[src/rtl/core/assert_macros.svh]
// Assertion macros used by the player top level.
`ifndef ASSERT_MACROS_SVH
`define ASSERT_MACROS_SVH
// Implication checked on every clock edge outside reset.
`define ASSERT_IMPL(lbl, clk, rstn, ante, cons) \
  lbl: assert property (@(posedge clk) disable iff (!rstn) (ante) |-> (cons)) \
    else $error("assertion failed");
// Next-cycle implication checked outside reset.
`define ASSERT_NEXT(lbl, clk, rstn, ante, cons) \
  lbl: assert property (@(posedge clk) disable iff (!rstn) (ante) |=> (cons)) \
    else $error("assertion failed");
`endif

[src/rtl/core/isp_pkg.sv]
// Package with constants, command, mode and register codes and the Gaussian tables of the sample player.
package isp_pkg;
  localparam int unsigned SampleDepth  = 16384;
  localparam int unsigned FracBits     = 16;
  localparam int unsigned GaussEntries = 256;
  localparam int unsigned SampleW      = 16;
  localparam int unsigned AddrW        = 14;
  localparam int unsigned StepW        = 20;
  localparam int unsigned LenW         = 15;
  localparam int unsigned CfgIdxW      = 3;
  localparam int unsigned CfgDataW     = 20;
  localparam logic [15:0] RampFactor   = 16'd65470;
  localparam logic [16:0] StopLevel    = 17'd65;

  typedef enum logic [1:0] {
    CMD_WRITE = 2'd0, CMD_START = 2'd1, CMD_RAMP = 2'd2, CMD_TICK = 2'd3
  } cmd_e;

  typedef enum logic [1:0] {
    MODE_NEAREST = 2'd0, MODE_LINEAR = 2'd1, MODE_CUBIC = 2'd2, MODE_GAUSS = 2'd3
  } mode_e;

  typedef enum logic [2:0] {
    REG_MODE = 3'd0, REG_STEP = 3'd1, REG_LENGTH = 3'd2, REG_START = 3'd3,
    REG_LOOP_EN = 3'd4, REG_LOOP_START = 3'd5, REG_LOOP_END = 3'd6
  } reg_e;

  localparam logic [10:0] GaussOuter [256] = '{
    370,366,362,358,354,351,347,343,339,336,332,328,325,321,318,314,311,307,304,300,
    297,293,290,286,283,280,276,273,270,267,263,260,257,254,251,248,245,242,239,236,
    233,230,227,224,221,218,215,212,210,207,204,201,199,196,193,191,188,186,183,180,
    178,175,173,171,168,166,163,161,159,156,154,152,150,147,145,143,141,139,137,134,
    132,130,128,126,124,122,120,118,117,115,113,111,109,107,106,104,102,100,99,97,
    95,94,92,90,89,87,86,84,83,81,80,78,77,76,74,73,71,70,69,67,
    66,65,64,62,61,60,59,58,56,55,54,53,52,51,50,49,48,47,46,45,
    44,43,42,41,40,39,38,37,36,36,35,34,33,32,32,31,30,29,29,28,
    27,27,26,25,24,24,23,23,22,21,21,20,20,19,19,18,17,17,16,16,
    15,15,15,14,14,13,13,12,12,11,11,11,10,10,10,9,9,9,8,8,
    8,7,7,7,6,6,6,6,5,5,5,5,4,4,4,4,4,3,3,3,
    3,3,2,2,2,2,2,2,2,1,1,1,1,1,1,1,1,1,1,1,
    0,0,0,0,0,0,0,0,0,0,0,0,0,0,0,0
  };

  localparam logic [10:0] GaussInner [256] = '{
    1305,1305,1304,1304,1304,1304,1304,1303,1303,1303,1302,1302,1301,1300,1300,1299,
    1298,1297,1297,1296,1295,1294,1293,1292,1291,1290,1288,1287,1286,1284,1283,1282,
    1280,1279,1277,1275,1274,1272,1270,1269,1267,1265,1263,1261,1259,1257,1255,1253,
    1251,1248,1246,1244,1241,1239,1237,1234,1232,1229,1227,1224,1221,1219,1216,1213,
    1210,1207,1205,1202,1199,1196,1193,1190,1186,1183,1180,1177,1174,1170,1167,1164,
    1160,1157,1153,1150,1146,1143,1139,1136,1132,1128,1125,1121,1117,1113,1109,1106,
    1102,1098,1094,1090,1086,1082,1078,1074,1070,1066,1061,1057,1053,1049,1045,1040,
    1036,1032,1027,1023,1019,1014,1010,1005,1001,997,992,988,983,978,974,969,
    965,960,955,951,946,941,937,932,927,923,918,913,908,904,899,894,
    889,884,880,875,870,865,860,855,851,846,841,836,831,826,821,816,
    811,806,802,797,792,787,782,777,772,767,762,757,752,747,742,737,
    732,728,723,718,713,708,703,698,693,688,683,678,674,669,664,659,
    654,649,644,640,635,630,625,620,615,611,606,601,596,592,587,582,
    577,573,568,563,559,554,550,545,540,536,531,527,522,517,513,508,
    504,499,495,491,486,482,477,473,469,464,460,456,451,447,443,439,
    434,430,426,422,418,414,410,405,401,397,393,389,385,381,378,374
  };
endpackage

[src/rtl/core/isp_serial_mul.sv]
// Shift-and-add signed multiplier: one multiplier bit per cycle.
module isp_serial_mul import isp_pkg::*; #(
  parameter int unsigned AW = 40,
  parameter int unsigned BW = 17,
  parameter int unsigned PW = AW + BW
) (
  input  logic                 clk_i,
  input  logic                 rst_ni,
  input  logic                 start_i,
  input  logic signed [AW-1:0] a_i,
  input  logic        [BW-1:0] b_i,
  output logic                 done_o,
  output logic signed [PW-1:0] p_o
);
  localparam int unsigned CntW = $clog2(BW + 1);

  logic signed [PW-1:0] a_q, a_d, p_q, p_d;
  logic        [BW-1:0] b_q, b_d;
  logic        [CntW-1:0] cnt_q, cnt_d;
  logic                 busy_q, busy_d, done_q, done_d;

  always_comb begin
    a_d = a_q; b_d = b_q; p_d = p_q; cnt_d = cnt_q;
    busy_d = busy_q; done_d = 1'b0;
    if (start_i) begin
      a_d = PW'(a_i); b_d = b_i; p_d = '0; cnt_d = CntW'(BW); busy_d = 1'b1;
    end else if (busy_q) begin
      if (b_q[0]) p_d = p_q + a_q;
      a_d = a_q <<< 1;
      b_d = b_q >> 1;
      cnt_d = cnt_q - 1'b1;
      if (cnt_q == CntW'(1)) begin
        busy_d = 1'b0; done_d = 1'b1;
      end
    end
  end

  always_ff @(posedge clk_i or negedge rst_ni) begin
    if (!rst_ni) begin
      busy_q <= 1'b0; done_q <= 1'b0; cnt_q <= '0;
    end else begin
      busy_q <= busy_d; done_q <= done_d; cnt_q <= cnt_d;
    end
  end

  always_ff @(posedge clk_i) begin
    a_q <= a_d; b_q <= b_d; p_q <= p_d;
  end

  assign done_o = done_q;
  assign p_o    = p_q;
endmodule

[config.mk]
export PLATFORM = sky130hd
export DESIGN_NAME = isp_serial_mul
export DESIGN_NICKNAME = d
export VERILOG_FILES = /design/src/rtl/core/assert_macros.svh /design/src/rtl/core/isp_pkg.sv /design/src/rtl/core/isp_serial_mul.sv
export SDC_FILE = /design/constraint.sdc
export NUM_CORES = 1
export LEC_CHECK = 0
export BUFFER_PORTS_ARGS = -buffer_cell sky130_fd_sc_hd__buf_2
export CAP_MARGIN = 5
export CORE_ASPECT_RATIO = 1.75
export CORE_MARGIN = 10
export CORE_UTILIZATION = 30
export CTS_CLUSTER_SIZE = 10
export DETAILED_ROUTE_END_ITERATION = 7
export PLACE_DENSITY_LB_ADDON = 0.25
export SLEW_MARGIN = 30
export SYNTH_ARGS = -nofsm -noshare
export SYNTH_HDL_FRONTEND = slang
export SYNTH_SLANG_ARGS = --single-unit
[constraint.sdc]
create_clock -name clk_i -period 2.9 [get_ports clk_i]
set_input_delay 0 -clock clk_i [delete_from_list [all_inputs] [get_ports clk_i]]
set_output_delay 0 -clock clk_i [all_outputs]
set_load 0.02 [all_outputs]
Yosys cells after proc, flatten, opt, wreduce, memory -nomap -nowiden
Index checks and enable logic that the tools add are counted.

storage, ports and cells
  register bits after elaboration = 138
  latch bits = 0
  memory bits (writable) = 0
  ROM bits = 0
  bits of input ports = 60
  word-level logic and storage cells = 23
  memories = 0

operators by class
  add/sub/neg operators = 2
  $mul = 0
  div/mod/pow operators = 0
  $lt $le $gt $ge = 0
  equal/unequal tests = 1
  shift-type cells = 0
  muxes and demuxes = 12
  bitwise gates (word level) = 0
  reduce and logical (&&, ||, !) cells = 2

operators by type and width
  kind                 number
  $mux 57              2
  $add 57x57->57       1
  $mux 17              2
  $mux 5               2
  $mux 1               6
  $eq 5x1->1 const B   1
  $sub 5x1->5 const B  1
  $reduce_and 2->1     1
  $reduce_bool 2->1    1

Depth between registers and ports, before layout
Gate-level depths: netlist of the first run.

  word-level depth = 4
  depth in mapped cells = 11
  depth with buffers taken out = 11

Worst setup path after synthesis of the first run
OpenSTA, ideal clock, no wires.

  path kind = register -> register
  start = register p_q[0] (netlist: p_o[0])
  end = register p_q[54] (netlist: p_o[54])
  setup time = 0.117 ns
  arrival = 2.814 ns
  data required time = 2.783 ns
  setup slack = -0.031 ns
  stages on the path, launching flop included = 12
  path buffers = 0
  clock period less this slack = 2.931 ns
  path through = dfxtp_1 > ha_1 > fa_1 > a21o_1 > a31o_1 > o2111ai_2 > a311oi_2 > o21ai_2 > a21oi_2 > o21a_1 > or3_1 > a32o_1

between the ends
  cells in the longest elaborated chain, start to end = 1

ends and longest elaborated chain
  item                      line                  RTL
  start: declaration        isp_serial_mul.sv:17  logic signed [PW-1:0] a_q, a_d, p_q, p_d;
  start signal: assignment  isp_serial_mul.sv:47  a_q <= a_d; b_q <= b_d; p_q <= p_d;
  $add 57x57->57            isp_serial_mul.sv:28  if (b_q[0]) p_d = p_q + a_q;

Every way passes these cells.
A chain may end at the register's enable or synchronous reset.

Worst setup path after layout of the first run
  start = register a_q[0]
  end = register p_q[54] (netlist: p_o[54])

between the ends
  cells in the longest elaborated chain, start to end = 1

ends and longest elaborated chain
  item                      line
  start: declaration        isp_serial_mul.sv:17
  start signal: assignment  isp_serial_mul.sv:47
  $add 57x57->57            isp_serial_mul.sv:28

Every way passes these cells.

==> results.md, run 1 <==
- Sequential share of power: 0.260
- Hold Vio Cnt, Final: 0
- Max Cap Viol: 0
- Vias per cell: 4.98
- Die X-Extent: 148 um
- Fmax: 0.335 GHz
- Critical path type: flop to flop
- Crit path capture type: flop
- Die Ht: 245 um
- Max_slew headroom: 0.527
- Critical Path AT: 3330 ps
- NetSw: 5.35 mW
- P_leak: 5.09 nW
- Clk network pwr share: 0.180
- Vias in the first global route: 8,104
- Detailed-route wire length per cell: 17.5 um
- Final min period: 2990 ps
- Port Buffers: 117
- Leading cell type in the layout, fill and taps excluded: nand2_1
- Global-route wire length before repair: 43.1 mm
- Sequential area share after synthesis: 0.409
- Clock tree from TritonCTS: built
- Reg clk slew, reported paths: 60 ps
- Largest net degree at the start of global routing: 58
- Starting density of the core: 0.303
- Post-Route Setup TNS: -130 ps
- Worst-Skew Late Latency: 440 ps
- Setup crit start: a_q[0]$_SDFFCE_PN0P_
- Worst min-delay path startpoint: start_i
- Total Nets Final: 1,279
- #FFs+latches synth: 138
- Cell Count Post-Placement: 1,455
- YS warnings: 0
- Top Ports: 118
- PD cells: 1090 nW/um2
- Placer Congestion: 0.923
- Ant diodes: 0
- 1st-pass router iterations: 5
- Ys flop type: edfxtp_1
- Global Route met3 Usage: 0.0267
- GR peak layer: met2
- Mapped Nets: 1,054
- Post-synth EDFFs: 74
- Startpoint types: flop
- Setup WS pre-CTS: -266 ps
- Post-Synth Simple-Gate Area: 0.148
- Crit path max fanout: 4
- Synth-to-Final Area Change: 32.5%
- Share of cells above drive strength 1: 0.271
- Tot GR Track Use: 0.150
- Global route overflow: 0
- 1st-iter DRT viols: 382
- DR DRC count: 0
- Commonest cells after routing, fill and taps aside: 135 x nand2_1, 116 x buf_2, 97 x a21oi_1, 74 x edfxtp_1, 73 x buf_4
- Outcome: finished, violations left
- Hold WC Path Type: primary input to flop
- Largest family of logic cells by synthesized area: compound AO/OA/AOI/OAI gates
- Longest Clk Path Bufs: 2
- Max VDD drop: 0.000469 V
- Initial antenna violation count: 0
- TritonCTS Buffers: 17
- Ranking of synthesized cells by area: edfxtp_1 26%, dfxtp_1 13%, ha_1 8.4%
- Post-DP HPWL: 20.9 mm
- Syn Inst Count: 935
- Final core occ: 0.402
- Clk sink count: 138
- Synth Area in XOR/XNOR: 0.0476
- Post-Route WL: 27.1 mm
- Failing checks: setup timing
- Post-layout worst setup margin: -87.8 ps
- Post-synth top area cell: edfxtp_1
- Layout Skew: 9.40 ps
- Synth Area in Compound Gates: 0.203
- Multiplexer share of the synthesized area: 0.0714
- Placement row count: 82
- Final setup fails: 3
- Adder-cell share of the synthesized area: 0.0862
- Met2 GRT Util: 0.292
- Internal power: 7.11 mW
- Post-synth ARST share: 0.0507
- Routed Antenna Nets: 0
- Met1 Track Usage GR: 0.152
- Syn avg cell area: 9.26 um2
- RR Startpoint: a_q[0]$_SDFFCE_PN0P_
- Vias: 7,731
- Sw frac: 0.429
- Combinational group share of total power: 0.559
- Die area: 36,300 um2
- Yosys top cell area share: 0.257
- Distinct cells, synth: 67
- Syn Std Cell Area: 8650 um2
- Unrepaired setup endpoints after global routing: true
- Max Slew Vio Count: 0
- WP data required: 3240 ps
- Final std cells w/o fill: 1,551
- Period utilization: 1.03
- Core box area: 28,500 um2
- H-tree levels: 4
- CTS root buf: clkbuf_16
- Number of fill cells: 2,975
- Actual slew at the worst max-slew pin: 709 ps
sequential cells by signal, indices dropped and copies added, names as in the netlist:
name,count
busy_q,1
p_o,57
cnt_q,5
a_q,57
done_o,1
b_q,17
repair_timing:
action | CTS | global route
pin swaps | 12 | 14
endpoints found under the setup margin | 16 | 24
hold buffers | 58 | 0
setup buffers | 2 | 4
resized for setup | 10 | 29
hold endpoints to repair | 63 | 0
power by group through the flow:
stage | clock network, mW | registers (mW) | logic (mW)
6_report | 2.25 | 3.24 | 6.97
5_1_grt | 2.38 | 3.34 | 7.72
4_1_cts | 2.30 | 3.26 | 6.85
3_5_place_dp | 0 | 3.29 | 6.67
3_3_place_gp | 0 | 3.28 | 6.66
2_1_floorplan | 0 | 3.55 | 4.03
synth_stat cells, drive strengths merged (7+ instances only):
library cell and count:
nand2 136, a21oi 105, edfxtp 74, o21ai 67, ha 58, dfxtp 57, mux2 54, nor2 45
a21o 34, clkbuf 34, inv 32, xnor2 26, xor2 21, nand3 18, nand4 14, buf 13
a31oi 12, and3 11, nor3 11, a211oi 10, and2 10, o21bai 9, dfrtp 7, o211ai 7
layer usage:
metal,vias to the layer above,wire [um]
met1,3699,10200
met5,-,0
li1,3864,-
met4,0,771
met3,34,677
met2,134,15500
worst max-delay path: stages (launching register included):
cell	delay [ps]
edfxtp_1	390
ha_2	220
fa_2	360
a21o_1	180
a31o_1	230
o2111ai_2	180
buf_6	160
a311oi_4	100
o21ai_2	220
a21oi_2	110
o21a_1	190
or3_1	340
a32o_1	210
path summary, 6_finish.rpt:
path	to	slack [ps]	depth (start not counted)
setup / recovery	p_o[54]$_SDFFE_PP0P_	-90	12
hold / removal	cnt_q[3]$_DFFE_PN0P_	70	2
setup reg to reg	p_o[54]$_SDFFE_PP0P_	-90	12
hold reg to reg	p_o[22]$_SDFFE_PP0P_	470	2
max in group asynchronous	cnt_q[3]$_DFFE_PN0P_	2120	3
min in group asynchronous	cnt_q[1]$_DFFE_PN0P_	520	3
layout make-up:
class | count | area [um2] | share of cell area
inverters | 32 | 120 | 0.0105
well taps | 378 | 473 | 0.0412
clock buffers | 24 | 472 | 0.0411
repair buffers | 253 | 1790 | 0.156
multi-input cells | 718 | 4960 | 0.433
flip-flops and latches | 138 | 3540 | 0.309
clock inverters | 8 | 119 | 0.0104
per-stage QoR:
| stage | hold WS [ps] | power, mW | cell area [um2] |
|---|---|---|---|
| 4_1_cts | 51.8 | 12.4 | 11300 |
| 2_1_floorplan | -296 | 7.58 | 8660 |
| 3_5_place_dp | -159 | 9.96 | 10100 |
| 5_1_grt | 106 | 13.4 | 11500 |
| 6_report | 68.9 | 12.5 | 11500 |
| 3_3_place_gp | -157 | 9.93 | 10100 |
kinds of logic (layout without fill, tap and decap cells):
logic type / after synthesis / after routing
compound gates: 278 / 278
mux: 55 / 55
flops: 138 / 138
xor+xnor: 47 / 47
simple gates: 279 / 279
buf+inv: 79 / 317
fa+ha+maj: 59 / 59
Power figures use the tool's default switching activity.
==> run 2, diff against run 1 <==
--- a/config.mk
+++ b/config.mk
@@ -5,10 +5,10 @@
 export SDC_FILE = /design/constraint.sdc
 export NUM_CORES = 1
 export LEC_CHECK = 0
+export ABC_AREA = 1
 export BUFFER_PORTS_ARGS = -buffer_cell sky130_fd_sc_hd__buf_2
 export CAP_MARGIN = 5
 export CORE_ASPECT_RATIO = 1.75
-export CORE_MARGIN = 10
 export CORE_UTILIZATION = 30
 export CTS_CLUSTER_SIZE = 10
 export DETAILED_ROUTE_END_ITERATION = 7
==> results.md, run 2 <==
- Routed Antenna Nets: 0 (unchanged)
- Max Slew Vio Count: 0 (unchanged)
- Total Nets Final: 2,074 (was 1,279)
- Unrepaired setup endpoints after global routing: false (was true)
- DR DRC count: 0 (unchanged)
- 1st-iter DRT viols: 505 (was 382)
- Ranking of synthesized cells by area: nand2_1 26%, edfxtp_1 21%, inv_1 12% (was edfxtp_1 26%, dfxtp_1 13%, ha_1 8.4%)
- Sequential area share after synthesis: 0.327 (was 0.409)
- Final min period: 2550 ps (was 2990 ps)
- Initial antenna violation count: 0 (unchanged)
- PD cells: 837 nW/um2 (was 1090 nW/um2)
- Die Ht: 253 um (was 245 um)
- Max Cap Viol: 0 (unchanged)
- TritonCTS Buffers: 17 (unchanged)
- Worst min-delay path startpoint: a_i[36] (was start_i)
- Reg clk slew, reported paths: 70 ps (was 60 ps)
- Clk sink count: 138 (unchanged)
- Post-synth ARST share: 0.0507 (unchanged)
- Setup crit start: a_q[38]$_DFFE_PP_ (was a_q[0]$_SDFFCE_PN0P_)
- Post-DP HPWL: 32.1 mm (was 20.9 mm)
- Ys flop type: edfxtp_1 (unchanged)
- Hold_ws: 21.6 ps (was 68.9 ps)
- Tot GR Track Use: 0.221 (was 0.150)
- Area after DPL: 12,000 um2 (was 10,100 um2)
- Final setup fails: 0 (was 3)
- Global-route wire length before repair: 60.7 mm (was 43.1 mm)
- Worst-Skew Late Latency: 470 ps (was 440 ps)
- Placement row count: 91 (was 82)
- Fmax: 0.393 GHz (was 0.335 GHz)
- Top Ports: 118 (unchanged)
- Post-CTS setup buffer count: 0 (was 2)
- WP data required: 3270 ps (was 3240 ps)
- Post-synth top area cell: nand2_1 (was edfxtp_1)
- Share of cells above drive strength 1: 0.110 (was 0.271)
- Mapped Nets: 1,892 (was 1,054)
- Vias in the first global route: 10,754 (was 8,104)
- Cts hold-fix bufs: 58 (unchanged)
- Syn Std Cell Area: 10,800 um2 (was 8650 um2)
- #FFs+latches synth: 138 (unchanged)
- Leading cell type in the layout, fill and taps excluded: nand2_1 (unchanged)
- Setup WS pre-CTS: 355 ps (was -266 ps)
- Commonest cells after routing, fill and taps aside: 741 x nand2_1, 340 x inv_1, 202 x nor2_1, 116 x buf_2, 76 x nand3_1 (was 135 x nand2_1, 116 x buf_2, 97 x a21oi_1, 74 x edfxtp_1, 73 x buf_4)
- Longest Clk Path Bufs: 2 (unchanged)
- Period utilization: 0.878 (was 1.03)
- 1st-pass router iterations: 6 (was 5)
- Die X-Extent: 146 um (was 148 um)
- Outcome: complete, no violations (was finished, violations left)
- Syn avg cell area: 6.10 um2 (was 9.26 um2)
- Vias: 10,780 (was 7,731)
- Ant diodes: 0 (unchanged)
- Critical path type: flop to flop (unchanged)
- YS warnings: 0 (unchanged)
- Vias per cell: 4.43 (was 4.98)
- Layout Skew: 17.5 ps (was 9.40 ps)
- Core box area: 35,400 um2 (was 28,500 um2)
- Port Buffers: 117 (unchanged)
- H-tree levels: 4 (unchanged)
- Resized cells post-CTS: 0 (was 10)
- Clock tree from TritonCTS: built (unchanged)
- Crit path capture type: flop (unchanged)
- Post-Route Setup TNS: 0 ps (was -130 ps)
- Starting density of the core: 0.306 (was 0.303)
- Post-Route WL: 39.3 mm (was 27.1 mm)
- Synth top cells by count: 741 x nand2_1, 342 x inv_1, 202 x nor2_1 (was 136 x nand2_1, 104 x a21oi_1, 74 x edfxtp_1)
- Largest net degree at the start of global routing: 58 (unchanged)
- Crit path max fanout: 5 (was 4)
- Syn Inst Count: 1,773 (was 935)
- P_leak: 7.71 nW (was 5.09 nW)
- Cell Count Post-Placement: 2,343 (was 1,455)
- Placer Congestion: 0.965 (was 0.923)
- Yosys top cell area share: 0.257 (about the same)
- Synth-to-Final Area Change: 22.4% (was 32.5%)
- Distinct cells, synth: 37 (was 67)
- Post-layout worst setup margin: 353 ps (was -87.8 ps)
- Final std cells w/o fill: 2,433 (was 1,551)
- Actual slew at the worst max-slew pin: 780 ps (was 709 ps)
- Post-synth EDFFs: 74 (unchanged)
- Final instance area: 13,200 um2 (was 11,500 um2)
- RR Startpoint: a_q[38]$_DFFE_PP_ (was a_q[0]$_SDFFCE_PN0P_)
- Max_slew headroom: 0.479 (was 0.527)
- Critical Path AT: 2910 ps (was 3330 ps)
- Top-count cell post-synth: nand2_1 (unchanged)
- CTS root buf: clkbuf_16 (unchanged)
- Hold Vio Cnt, Final: 0 (unchanged)
- Startpoint types: flop (unchanged)
- Die area: 36,900 um2 (was 36,300 um2)
- Global route overflow: 0 (unchanged)
- Detailed-route wire length per cell: 16.2 um (was 17.5 um)
- Max VDD drop: 0.000394 V (was 0.000469 V)
- Hold WC Path Type: primary input to flop (unchanged)
==> run 2: cell families after synthesis <==
kind of cell,after synthesis,share of synthesized area
xor+xnor,28,0.0227
fa+ha+maj,59,0.0689
flops,138,0.327
simple gates,1076,0.403
buf+inv,381,0.135
compound gates,91,0.0432
==> run 2: cell type report <==
type	instances	area [um2]
fillers	3929	22200
multi-input cells	1254	5820
flip-flops and latches	138	3540
repair buffers	197	1370
inverters	347	1300
well taps	465	582
clock buffers	17	425
clock inverters	15	201
==> run 2: critical path, stage by stage (launching register included) <==
cell	delay (ps)
edfxtp_1	420
ha_1	450
nand2_1	150
buf_4	160
nor2_1	230
nand2_1	190
inv_1	90
nand2_1	120
nor3_1	150
nand2_1	150
nand3_1	120
nand3_1	90
nand2_1	90
inv_1	40
==> run 2: final timing paths <==
kind / end / slack (ps) / cells past startpoint
min reg2reg: done_o$_DFF_PN0_ / 500 / 1
max reg2reg: p_o[49]$_SDFFE_PP0P_ / 350 / 13
min in group asynchronous: cnt_q[4]$_DFFE_PN0P_ / 490 / 3
max: p_o[49]$_SDFFE_PP0P_ / 350 / 13
max in group asynchronous: cnt_q[2]$_DFFE_PN0P_ / 2140 / 3
min: a_q[36]$_DFFE_PP_ / 20 / 3
==> run 2: stage by stage <==
stage / utilization / power (mW)
after global placement: 0.340 / 8.77
final: 0.374 / 11.1
after floorplan: - / 6.77
after detailed placement: 0.340 / 8.80
after global routing: 0.374 / 12.0
after CTS: 0.374 / 11.2
==> run 2: where the power goes <==
part           internal, mW  leakage (nW)  switching, mW
clock                  1.18         0.302           1.15
sequential             2.63          1.37          0.434
combinational          1.85          6.04           3.85
==> run 2: per-layer routing <==
layer  routed length, um  global-route usage  up-vias
met1               14800               0.219     4816
met2               21300               0.431      179
li1                    -                   -     5715
met3                 814              0.0222       70
met4                2380               0.149        0
met5                   0                   0        -
